<file path="src/rtl/thpc_pkg.sv">
// Shared types, constants and helper functions of the triangle half-plane clipper.
package thpc_pkg;

    localparam int COORD_BITS     = 24;
    localparam int QUOT_FRAC_BITS = 16;
    localparam int DIFF_BITS      = COORD_BITS + 1;
    localparam int REM_BITS       = COORD_BITS + 2;
    localparam int PROD_BITS      = DIFF_BITS + QUOT_FRAC_BITS;
    localparam int TOL_BITS       = 21;
    localparam int WIDE_BITS      = DIFF_BITS + TOL_BITS;
    localparam int SB_LEN         = QUOT_FRAC_BITS + 2;

    localparam logic signed [TOL_BITS-1:0] TOL_SCALE = TOL_BITS'(1000000);

    typedef logic [1:0] kind_t;
    localparam kind_t KIND_DROP  = 2'd0;
    localparam kind_t KIND_KEEP  = 2'd1;
    localparam kind_t KIND_SPLIT = 2'd2;
    localparam kind_t KIND_CUT   = 2'd3;

    typedef logic signed [COORD_BITS-1:0] coord_t;
    typedef logic signed [DIFF_BITS-1:0]  diff_t;
    typedef logic [DIFF_BITS-1:0]         dmag_t;
    typedef logic [QUOT_FRAC_BITS-1:0]    quot_t;

    typedef struct packed {
        coord_t x;
        coord_t y;
    } vtx_t;

    typedef struct packed {
        diff_t x;
        diff_t y;
    } dvec_t;

    typedef struct packed {
        logic   axis;
        logic   remove_greater;
        coord_t clip_value;
        coord_t ax;
        coord_t ay;
        coord_t bx;
        coord_t by_coord;
        coord_t cx;
        coord_t cy;
    } tri_req_t;

    typedef struct packed {
        coord_t out_x0;
        coord_t out_y0;
        coord_t out_x1;
        coord_t out_y1;
        coord_t out_x2;
        coord_t out_y2;
        logic   last_of_run;
    } clip_req_t;

    function automatic logic before_fn(input logic gt,
                                       input logic signed [WIDE_BITS-1:0] x,
                                       input logic signed [WIDE_BITS-1:0] y);
        before_fn = gt ? (x > y) : (x < y);
    endfunction

    function automatic logic before_c_fn(input logic gt, input coord_t x, input coord_t y);
        before_c_fn = gt ? (x > y) : (x < y);
    endfunction

    function automatic dmag_t mag_fn(input diff_t d);
        mag_fn = d[DIFF_BITS-1] ? dmag_t'(-d) : dmag_t'(d);
    endfunction

    function automatic coord_t pick_fn(input logic axis, input vtx_t v);
        pick_fn = axis ? v.y : v.x;
    endfunction

    function automatic dvec_t dvec_fn(input vtx_t q, input vtx_t p);
        dvec_t d;
        d.x = DIFF_BITS'(q.x) - DIFF_BITS'(p.x);
        d.y = DIFF_BITS'(q.y) - DIFF_BITS'(p.y);
        dvec_fn = d;
    endfunction

    function automatic clip_req_t tri_fn(input vtx_t v0, input vtx_t v1, input vtx_t v2,
                                         input logic last);
        clip_req_t r;
        r.out_x0      = v0.x;
        r.out_y0      = v0.y;
        r.out_x1      = v1.x;
        r.out_y1      = v1.y;
        r.out_x2      = v2.x;
        r.out_y2      = v2.y;
        r.last_of_run = last;
        tri_fn = r;
    endfunction

endpackage

</file>
<file path="src/rtl/thpc_lerp.sv">
// Two-stage interpolation of a cut point p + t * d with truncation toward p.
module thpc_lerp (
    input  logic            clk,
    input  logic            adv,
    input  thpc_pkg::quot_t t,
    input  thpc_pkg::vtx_t  p,
    input  thpc_pkg::dvec_t d,
    output thpc_pkg::vtx_t  r
);
    import thpc_pkg::*;

    logic [PROD_BITS-1:0] prod_x_reg, prod_y_reg, prod_x_next, prod_y_next;
    logic                 neg_x_reg, neg_y_reg;
    vtx_t                 p_reg;
    dmag_t                sh_x, sh_y;
    diff_t                sum_x, sum_y;
    vtx_t                 r_reg, r_next;

    assign prod_x_next = PROD_BITS'(t) * PROD_BITS'(mag_fn(d.x));
    assign prod_y_next = PROD_BITS'(t) * PROD_BITS'(mag_fn(d.y));

    assign sh_x = prod_x_reg[QUOT_FRAC_BITS +: DIFF_BITS];
    assign sh_y = prod_y_reg[QUOT_FRAC_BITS +: DIFF_BITS];

    always_comb
    begin
        sum_x = neg_x_reg ? (DIFF_BITS'(p_reg.x) - sh_x) : (DIFF_BITS'(p_reg.x) + sh_x);
        sum_y = neg_y_reg ? (DIFF_BITS'(p_reg.y) - sh_y) : (DIFF_BITS'(p_reg.y) + sh_y);
        r_next.x = sum_x[COORD_BITS-1:0];
        r_next.y = sum_y[COORD_BITS-1:0];
    end

    always_ff @(posedge clk)
    begin
        if (adv)
        begin
            prod_x_reg <= prod_x_next;
            prod_y_reg <= prod_y_next;
            neg_x_reg  <= d.x[DIFF_BITS-1];
            neg_y_reg  <= d.y[DIFF_BITS-1];
            p_reg      <= p;
            r_reg      <= r_next;
        end
    end

    assign r = r_reg;

endmodule

</file>
<file path="config.mk">
export PLATFORM = sky130hd
export DESIGN_NAME = thpc_lerp
export DESIGN_NICKNAME = d
export VERILOG_FILES = /design/src/rtl/thpc_pkg.sv /design/src/rtl/thpc_lerp.sv
export SDC_FILE = /design/constraint.sdc
export NUM_CORES = 2
export LEC_CHECK = 0
export BUFFER_PORTS_ARGS = -buffer_cell sky130_fd_sc_hd__buf_2
export CAP_MARGIN = 25
export CORE_UTILIZATION = 55
export CTS_CLUSTER_DIAMETER = 100
export DETAILED_ROUTE_END_ITERATION = 8
export PLACE_DENSITY = 0.76
export SETUP_SLACK_MARGIN = 0.05
export SYNTH_ARGS = -nofsm -noshare
export SYNTH_HDL_FRONTEND = slang
export SYNTH_SLANG_ARGS = --single-unit
</file>
<file path="constraint.sdc">
create_clock -name clk -period 22.1 [get_ports clk]
set_input_delay 0 -clock clk [delete_from_list [all_inputs] [get_ports clk]]
set_output_delay 0 -clock clk [all_outputs]
set_load 0.005 [all_outputs]
</file>
==> impl_metrics.ini <==
[worst_setup_path]
cp.arrival_ns = 8.15
crit_top_cell = fa_1
critical_path.max_stage_delay_ns = 0.68
crit_path_end_kind = register
critPathKind = in -> reg
critPathLaunchType = input pin
critPathSlowestCell = o41ai_1
worst_r2r_path_depth = 12
cp.required_ns = 22.31
path_max_fanout = 16

[cells_and_area]
final_nets = 4610
fillers = 4944
syn2layout_area_growth_pct = 8.74
n_antenna_cell = 0
drive_above_1_share = 0.0771

[min_path]
holdPathStages = 1
holdCritPathClass = in -> reg

[place]
port_buffers = 163
place_congestion = 0.903
place_hpwl_um = 55200

[logic_synthesis]
synth_top_area_cell = fa_1
async_reset_ff_frac = 0
synth_warnings = 0
synth_cell_types = 62
ys_ff_latch = 146
synth_edf_count = 146
yosysTopAreaCellShare = 0.395
syn_avg_cell_area_um2 = 9.37
seq_area_frac_synth = 0.136
yosys-top-cells-area = fa_1 39%, edfxtp_1 14%, ha_1 10%, inv_1 8.5%, nand2_1 6.0%
synthCells = 3454
synth_ff_type = edfxtp_1
synth_nets = 4470
yosys-top-cells-count = 733 x inv_1, 638 x fa_1, 521 x nand2_1, 311 x and2_1, 262 x ha_1
yosysMostFrequentCell = inv_1
synth_area_um2 = 32400

[timing]
rsz0062_at_grt = false
min_period_ns = 7.94
skew_ns = 0.0144
setup_tns_ns = 0
hold_viol_final = 0
setup_viol = 0
slew_violations = 0
post-route-period-util = 0.359
max_slew.worst_pin.slew_ns = 1.02
worst_slew_margin_rel = 0.315
max_freq_mhz = 126

[global_route]
grt_pass1_wl_um = 123000
grt_overflow = 0
grt_pass1_vias = 25200
antenna_found_initial = 0
track_usage = 0.259
grt_max_degree = 75

[floorplan]
start_util = 0.559
die_h_um = 245
die-area_um2 = 59800
io_pins = 164
rows = 88
fp.coreArea_um2 = 57900
dieWidth_um = 245

[cts]
tritoncts = done
path_clk_slew_ns = 0.07
clock_latency_ns = 0.47
h-tree-depth = 4
clock-root-buffer = clkbuf_16
cts_resized = 0
cts_buffer_depth = 2
cts_buffers = 17
clock_sinks = 146

[routing]
drt-initial-drc-count = 1372
drc_errors = 0
wl_per_cell_um = 16.5
viasPerCell = 5.39
antenna_left = 0
dr.pass1.iters = 6
wirelength_um = 72200
vias = 23600

[status]
status = completed

[job]
cap_violations = 0
[per-stage QoR]
stage	hold WS, ns	utilization	setup slack [ns]	cells	instance area (µm²)
6_report	0.0410	0.607	14.16	4371	35200
3_3_place_gp	0.176	0.589	13.78	4290	34100
2_1_floorplan	0.0989	-	14.34	3454	32400
5_1_grt	0.0688	0.607	13.63	4371	35200
4_1_cts	0.0451	0.607	14.18	4369	35200
3_5_place_dp	0.178	0.589	13.68	4290	34100
[cells by family after synthesis]
family | count (synthesis) | synth area share
flip-flops | 146 | 0.136
buffers and inverters | 876 | 0.102
adder cells (fa/ha/maj) | 900 | 0.496
AND/OR/NAND/NOR | 1064 | 0.160
multiplexers | 5 | 0.00155
AO/OA/AOI/OAI | 280 | 0.0555
XOR/XNOR | 183 | 0.0498
[what timing repair did]
item	CTS	global route
endpoints found under the setup margin	0	0
hold buffers	48	0
hold endpoints to repair	48	0
setup buffers	0	0
[per-layer routing]
| layer | vias up | global-route usage | wire length (µm) |
|---|---|---|---|
| li1 | 10800 | - | - |
| met1 | 12000 | 0.351 | 30800 |
| met5 | - | 0 | 0 |
| met2 | 738 | 0.429 | 35000 |
| met4 | 0 | 0.0752 | 1620 |
| met3 | 113 | 0.0406 | 4810 |
[worst paths after layout]
| check | start | endpoint | slack [ns] |
|---|---|---|---|
| setup reg to reg | neg_x_reg | r[46] | 17.49 |
| hold reg to reg | p_reg[25] | r[25] | 0.67 |
| setup / recovery | d[5] | prod_y_reg[39] | 14.16 |
| hold / removal | adv | p_reg[20] | 0.04 |
[cell type report]
class / count / area (µm²) / area share
clock buffers: 18 / 429 / 0.0122
multi-input cells: 2432 / 24800 / 0.705
repair buffers: 264 / 1710 / 0.0487
clock inverters: 13 / 138 / 0.00391
inverters: 733 / 2750 / 0.0782
well taps: 765 / 957 / 0.0272
flip-flops and latches: 146 / 4380 / 0.125
[worst max-delay path, delay by kind of cell]
| kind | cells | cell delay, ns |
|---|---|---|
| xor gates and xnor gates | 2 | 0.28 |
| AOI/OAI and AO/OA | 7 | 1.84 |
| buffers and inverters | 6 | 0.52 |
| adders and majority gates | 7 | 3.29 |
| and+or+nand+nor | 7 | 2.17 |
[cells in the final DEF, fill, tap and decap left out, drive strengths merged, types with 5 or more instances in the layout]
cell type and count:
clkbuf 18, nand2b 17, fa 638, mux2i 5, xor2 37, and2 311, nand3 18, nor3 29
clkinv 5, nand2 522, a21oi 84, dlygate4sd3 48, a21o 37, o21ai 55, or3 11, nor2 81
nor2b 31, inv 735, a31oi 11, o41ai 10, o21a 13, buf 216, ha 262, o21bai 10
and3 6, nor4 7, o31ai 18, xnor2 146, a211oi 10, nand4 10, or4 11, edfxtp 146
Power is left out: the tool's default activity adds up to more than one toggle a clock period on the data nets, which glitch-free logic cannot reach.
