===== config.mk =====
export PLATFORM = sky130hd
export DESIGN_NAME = thpc_div
export DESIGN_NICKNAME = d
export VERILOG_FILES = /design/src/rtl/thpc_pkg.sv /design/src/rtl/thpc_div.sv
export SDC_FILE = /design/constraint.sdc
export NUM_CORES = 2
export LEC_CHECK = 0
export ABC_CLOCK_PERIOD_IN_PS = 6900
export BUFFER_PORTS_ARGS = -buffer_cell sky130_fd_sc_hd__buf_2
export CAP_MARGIN = 10
export CORE_ASPECT_RATIO = 1.2
export CORE_MARGIN = 2
export CORE_UTILIZATION = 29
export CTS_CLUSTER_DIAMETER = 50
export DETAILED_ROUTE_END_ITERATION = 12
export SETUP_SLACK_MARGIN = 0.2
export SLEW_MARGIN = 5
export SYNTH_ARGS = -nofsm -noshare
export SYNTH_HDL_FRONTEND = slang
export SYNTH_SLANG_ARGS = --single-unit

===== constraint.sdc =====
create_clock -name clk -period 6.9 [get_ports clk]
set_input_delay 0.69 -clock clk [delete_from_list [all_inputs] [get_ports clk]]
set_output_delay 0.69 -clock clk [all_outputs]
set_load 0.02 [all_outputs]

===== src/rtl/thpc_pkg.sv =====
// Shared types, constants and helper functions of the triangle half-plane clipper.
package thpc_pkg;

    localparam int COORD_BITS     = 24;
    localparam int QUOT_FRAC_BITS = 16;
    localparam int DIFF_BITS      = COORD_BITS + 1;
    localparam int REM_BITS       = COORD_BITS + 2;
    localparam int PROD_BITS      = DIFF_BITS + QUOT_FRAC_BITS;
    localparam int TOL_BITS       = 21;
    localparam int WIDE_BITS      = DIFF_BITS + TOL_BITS;
    localparam int SB_LEN         = QUOT_FRAC_BITS + 2;

    localparam logic signed [TOL_BITS-1:0] TOL_SCALE = TOL_BITS'(1000000);

    typedef logic [1:0] kind_t;
    localparam kind_t KIND_DROP  = 2'd0;
    localparam kind_t KIND_KEEP  = 2'd1;
    localparam kind_t KIND_SPLIT = 2'd2;
    localparam kind_t KIND_CUT   = 2'd3;

    typedef logic signed [COORD_BITS-1:0] coord_t;
    typedef logic signed [DIFF_BITS-1:0]  diff_t;
    typedef logic [DIFF_BITS-1:0]         dmag_t;
    typedef logic [QUOT_FRAC_BITS-1:0]    quot_t;

    typedef struct packed {
        coord_t x;
        coord_t y;
    } vtx_t;

    typedef struct packed {
        diff_t x;
        diff_t y;
    } dvec_t;

    typedef struct packed {
        logic   axis;
        logic   remove_greater;
        coord_t clip_value;
        coord_t ax;
        coord_t ay;
        coord_t bx;
        coord_t by_coord;
        coord_t cx;
        coord_t cy;
    } tri_req_t;

    typedef struct packed {
        coord_t out_x0;
        coord_t out_y0;
        coord_t out_x1;
        coord_t out_y1;
        coord_t out_x2;
        coord_t out_y2;
        logic   last_of_run;
    } clip_req_t;

    function automatic logic before_fn(input logic gt,
                                       input logic signed [WIDE_BITS-1:0] x,
                                       input logic signed [WIDE_BITS-1:0] y);
        before_fn = gt ? (x > y) : (x < y);
    endfunction

    function automatic logic before_c_fn(input logic gt, input coord_t x, input coord_t y);
        before_c_fn = gt ? (x > y) : (x < y);
    endfunction

    function automatic dmag_t mag_fn(input diff_t d);
        mag_fn = d[DIFF_BITS-1] ? dmag_t'(-d) : dmag_t'(d);
    endfunction

    function automatic coord_t pick_fn(input logic axis, input vtx_t v);
        pick_fn = axis ? v.y : v.x;
    endfunction

    function automatic dvec_t dvec_fn(input vtx_t q, input vtx_t p);
        dvec_t d;
        d.x = DIFF_BITS'(q.x) - DIFF_BITS'(p.x);
        d.y = DIFF_BITS'(q.y) - DIFF_BITS'(p.y);
        dvec_fn = d;
    endfunction

    function automatic clip_req_t tri_fn(input vtx_t v0, input vtx_t v1, input vtx_t v2,
                                         input logic last);
        clip_req_t r;
        r.out_x0      = v0.x;
        r.out_y0      = v0.y;
        r.out_x1      = v1.x;
        r.out_y1      = v1.y;
        r.out_x2      = v2.x;
        r.out_y2      = v2.y;
        r.last_of_run = last;
        tri_fn = r;
    endfunction

endpackage


===== src/rtl/thpc_div.sv =====
// Pipelined restoring divider that yields the fraction num / den, one quotient bit per stage.
module thpc_div (
    input  logic            clk,
    input  logic            adv,
    input  thpc_pkg::dmag_t num,
    input  thpc_pkg::dmag_t den,
    output thpc_pkg::quot_t quot
);
    import thpc_pkg::*;

    logic [REM_BITS-1:0] rem_reg  [QUOT_FRAC_BITS];
    logic [REM_BITS-1:0] rem_next [QUOT_FRAC_BITS];
    dmag_t               den_reg  [QUOT_FRAC_BITS];
    dmag_t               den_next [QUOT_FRAC_BITS];
    quot_t               q_reg    [QUOT_FRAC_BITS];
    quot_t               q_next   [QUOT_FRAC_BITS];

    for (genvar k = 0; k < QUOT_FRAC_BITS; k++) begin : g_step
        logic [REM_BITS-1:0] rem_prev;
        logic [REM_BITS-1:0] rem_sh;
        quot_t               q_prev;
        logic                ge;

        if (k == 0) begin : g_first
            assign rem_prev    = REM_BITS'(num);
            assign den_next[k] = den;
            assign q_prev      = '0;
        end else begin : g_rest
            assign rem_prev    = rem_reg[k-1];
            assign den_next[k] = den_reg[k-1];
            assign q_prev      = q_reg[k-1];
        end

        assign rem_sh      = {rem_prev[REM_BITS-2:0], 1'b0};
        assign ge          = rem_sh >= REM_BITS'(den_next[k]);
        assign rem_next[k] = ge ? (rem_sh - REM_BITS'(den_next[k])) : rem_sh;
        assign q_next[k]   = {q_prev[QUOT_FRAC_BITS-2:0], ge};

        always_ff @(posedge clk)
        begin
            if (adv)
            begin
                rem_reg[k] <= rem_next[k];
                den_reg[k] <= den_next[k];
                q_reg[k]   <= q_next[k];
            end
        end
    end

    assign quot = q_reg[QUOT_FRAC_BITS-1];

endmodule


==> results.py <==
metrics = {
    "drt": {
        "drt_first_pass_iters": 7,
        "vias_per_cell": 4.80,
        "drc": 0,
        "drtIter0Drc": 1275,
        "via_count": 34300,
        "avgRoutedWirePerCell_microns": 15.3,
        "drt_wl_total_microns": 110000,
        "ant_nets": 0,
    },
    "yosys": {
        "synth_xor_area_share_pct": 5.34,
        "yosysTopAreaCell": "edfxtp_1",
        "ys_top_cells_by_area": "edfxtp_1 52%, ha_1 9.8%, a21oi_1 3.7%",
        "yosys.area_share.adder_pct": 10.4,
        "ys_ff_latch": 886,
        "ys_warn_count": 0,
        "synth_top_family_by_area": "compound AO/OA/AOI/OAI gates",
        "synthArstFlopShare_pct": 0,
        "synth_ff_type": "edfxtp_1",
        "seq_area_frac_synth_pct": 52.3,
        "syn-num-nets": 5127,
        "netlist_area_sq_um": 50900,
        "synth_top_area_share_pct": 52.3,
        "synth_edf_count": 886,
        "synth_cells": 4661,
        "synth_cell_types": 81,
        "syn_avg_cell_area_sq_um": 10.9,
        "synth-simple-area-share_pct": 10.0,
        "synth_compound_area_share_pct": 15.7,
        "synth_mux_area_share_pct": 1.73,
    },
    "setup_path": {
        "worst-path-max-fanout": 30,
        "slowest_delay_ns": 0.61,
        "start_kind": "flop",
        "cp_num_buf_inv": 1,
        "critical_path_class": "flop to flop",
        "arrival_ns": 4.79,
        "crit_family": "compound AO/OA/AOI/OAI gates",
        "cp.required_ns": 7.35,
        "slowest_stage": "o41ai_4",
        "end_kind": "flop",
        "worstPathCellList": "fa_1 > nand2b_1 > a211oi_1 > o41ai_1 > a21oi_1 > o31ai_1 > or2_2 > o41ai_4 > buf_4 > mux2_2",
    },
    "place": {
        "dp_hpwl_microns": 83400,
        "port_buffers": 67,
        "gp_congestion": 0.919,
        "dp.cells": 6938,
    },
    "die": {
        "die-area_sq_um": 179000,
        "die_x_microns": 386,
        "io_pins": 68,
        "core_region_area_sq_um": 174000,
        "initial_core_util_pct": 29.1,
        "die_h_microns": 463,
        "num_rows": 168,
    },
    "timing": {
        "slew_viol_final": 0,
        "hold_viol": 0,
        "tightest_slew_ns": 1.33,
        "fin_skew_ns": 0.0429,
        "period_needed_ns": 4.34,
        "tns_ns": 0,
        "setup_viol": 0,
        "min_period_over_period_pct": 62.9,
        "max_slew_margin_pct": 9.01,
        "rsz0062_at_grt": "false",
        "max_clock_freq_ghz": 0.230,
    },
    "global_route": {
        "grt_pass1_vias": 35300,
        "grt_first_pass_wirelength_microns": 176000,
        "grt_max_degree": 182,
        "gr-total-overflow": 0,
        "track_usage_pct": 12.1,
        "grt_antenna_before_repair": 0,
    },
    "cts": {
        "cts_inserted_buffers": 112,
        "cts_tree": "done",
        "clockBufferDepth": 3,
        "clkLatencyLatePin_ns": 0.74,
        "cts_hold_buf": 0,
        "cts-resized-gates": 0,
        "cts_setup_buffers": 0,
        "clk_pin_slew_worst_paths_ns": 0.06,
        "cts_sinks": 886,
        "clockRootBuffer": "clkbuf_16",
        "htree_levels": 3,
    },
    "layout": {
        "fillerInstances": 17500,
        "layout-drive-gt1-share_pct": 7.93,
        "antenna_cells": 0,
        "multiInputGateArea_sq_um": 22000,
        "finalNonFillerCells": 7149,
        "area_growth_syn_to_layout_pct": 13.6,
        "register_area_sq_um": 26600,
        "fin_nets": 5223,
    },
    "pwr": {
        "fin_total_pwr_w": 0.0261,
        "ir_drop_v": 0.000214,
        "power.density_nw_per_um2": 452,
        "p_leak_nw": 23.2,
    },
    "job": {
        "drv_cap": 0,
    },
    "status": {
        "status": "finished clean",
    },
    "hold_path": {
        "min_path_type": "primary input to flop",
    },
}
cell type report:
cell class	instances	area share, %
sequential	886	46.0
multi-input combinational	3175	38.1
clock buffer	125	4.97
tap	2295	4.97
inverter	485	3.15
clock inverter	86	1.67
timing repair buffer	97	1.07
stage by stage:
stage | util (%) | setup WS (ns) | cell area, sq um | hold WS, ns
after floorplan | - | 3.47 | 50900 | 0.400
after global placement | 30.9 | 2.62 | 53900 | 0.402
after detailed placement | 30.9 | 2.53 | 53900 | 0.405
after CTS | 33.1 | 2.57 | 57800 | 0.0916
after global routing | 33.1 | 2.37 | 57800 | 0.106
final | 33.1 | 2.56 | 57800 | 0.161
per-layer routing:
layer	global-route usage (%)	vias to the layer above	routed length [microns]
li1	-	17200	-
met3	1.87	333	3100
met1	11.4	16100	39800
met5	0	-	0
met2	24.0	647	60200
met4	6.83	0	6400
worst paths after layout:
kind	from	end	slack, ns	cells past startpoint
worst min-delay path	den[10]	den_reg[0][10]	0.16	1
worst max-delay path	den_reg[1][50]	rem_reg[1][83]	2.56	10
worst max register to register	den_reg[1][50]	rem_reg[1][83]	2.56	10
worst min register to register	q_reg[2][50]	q_reg[3][3]	0.39	0
layout by cell type, fill, tap and decap left out, types with 12 or more instances in the layout:
cell type,count
clkbuf_16,113
a221o_1,12
a211oi_1,27
edfxtp_1,886
nand3_1,61
xor2_1,137
or3_1,12
o31ai_1,28
buf_2,66
ha_1,399
a31oi_1,43
and2_1,15
clkinv_1,16
buf_4,26
nor2_1,249
o21a_1,58
fa_1,15
clkbuf_1,12
o211ai_1,19
nand4_1,57
nor4_1,15
nand2b_1,63
nor2b_1,65
bufinv_16,15
a211o_1,13
o21ai_0,373
and3_1,35
nand2_1,400
nor3_1,55
mux2_2,72
a21boi_0,15
xnor2_1,173
a21o_1,168
o21bai_1,29
and4_1,12
a21oi_1,378
clkinv_2,16
inv_1,485
clkinvlp_4,14
synth_stat cells (8+ instances only):
| master | instances |
|---|---|
| a211oi_1 | 27 |
| nor2b_1 | 65 |
| or3_1 | 12 |
| mux2_2 | 72 |
| a211o_1 | 13 |
| a311oi_1 | 9 |
| o31a_1 | 11 |
| nor2_1 | 249 |
| or2_2 | 8 |
| a31oi_1 | 43 |
| edfxtp_1 | 886 |
| a21boi_0 | 16 |
| a221o_1 | 12 |
| ha_1 | 399 |
| buf_2 | 11 |
| inv_1 | 485 |
| and2_1 | 15 |
| o21ai_0 | 373 |
| and3_1 | 35 |
| o21bai_1 | 29 |
| o211ai_1 | 19 |
| a21o_1 | 168 |
| a21oi_1 | 379 |
| nand2b_1 | 63 |
| a31o_2 | 10 |
| nand2_1 | 400 |
| clkbuf_1 | 98 |
| o31ai_1 | 28 |
| and4_1 | 12 |
| o21a_1 | 58 |
| nand3_1 | 61 |
| o41ai_1 | 8 |
| nand4_1 | 57 |
| nor3_1 | 56 |
| a2111oi_0 | 11 |
| fa_1 | 15 |
| nor4_1 | 15 |
| a41oi_1 | 9 |
| xnor2_1 | 173 |
| xor2_1 | 137 |
| a221oi_1 | 8 |
report_power, final:
| group | total [W] | switching, W | internal [W] | leakage, nW |
|---|---|---|---|---|
| registers | 0.00873 | 0.000710 | 0.00802 | 8.67 |
| logic | 0.0114 | 0.00662 | 0.00480 | 12.7 |
| clock network | 0.00595 | 0.00236 | 0.00359 | 1.84 |
logic make-up (layout without fill, tap and decap cells):
family / Yosys count / after routing
XOR/XNOR: 310 / 310
adder cells (fa/ha/maj): 414 / 414
flip-flops: 886 / 886
AND/OR/NAND/NOR: 1081 / 1081
AO/OA/AOI/OAI: 1291 / 1291
multiplexers: 79 / 79
buffers and inverters: 600 / 793
(Power assumes the default switching activity.)
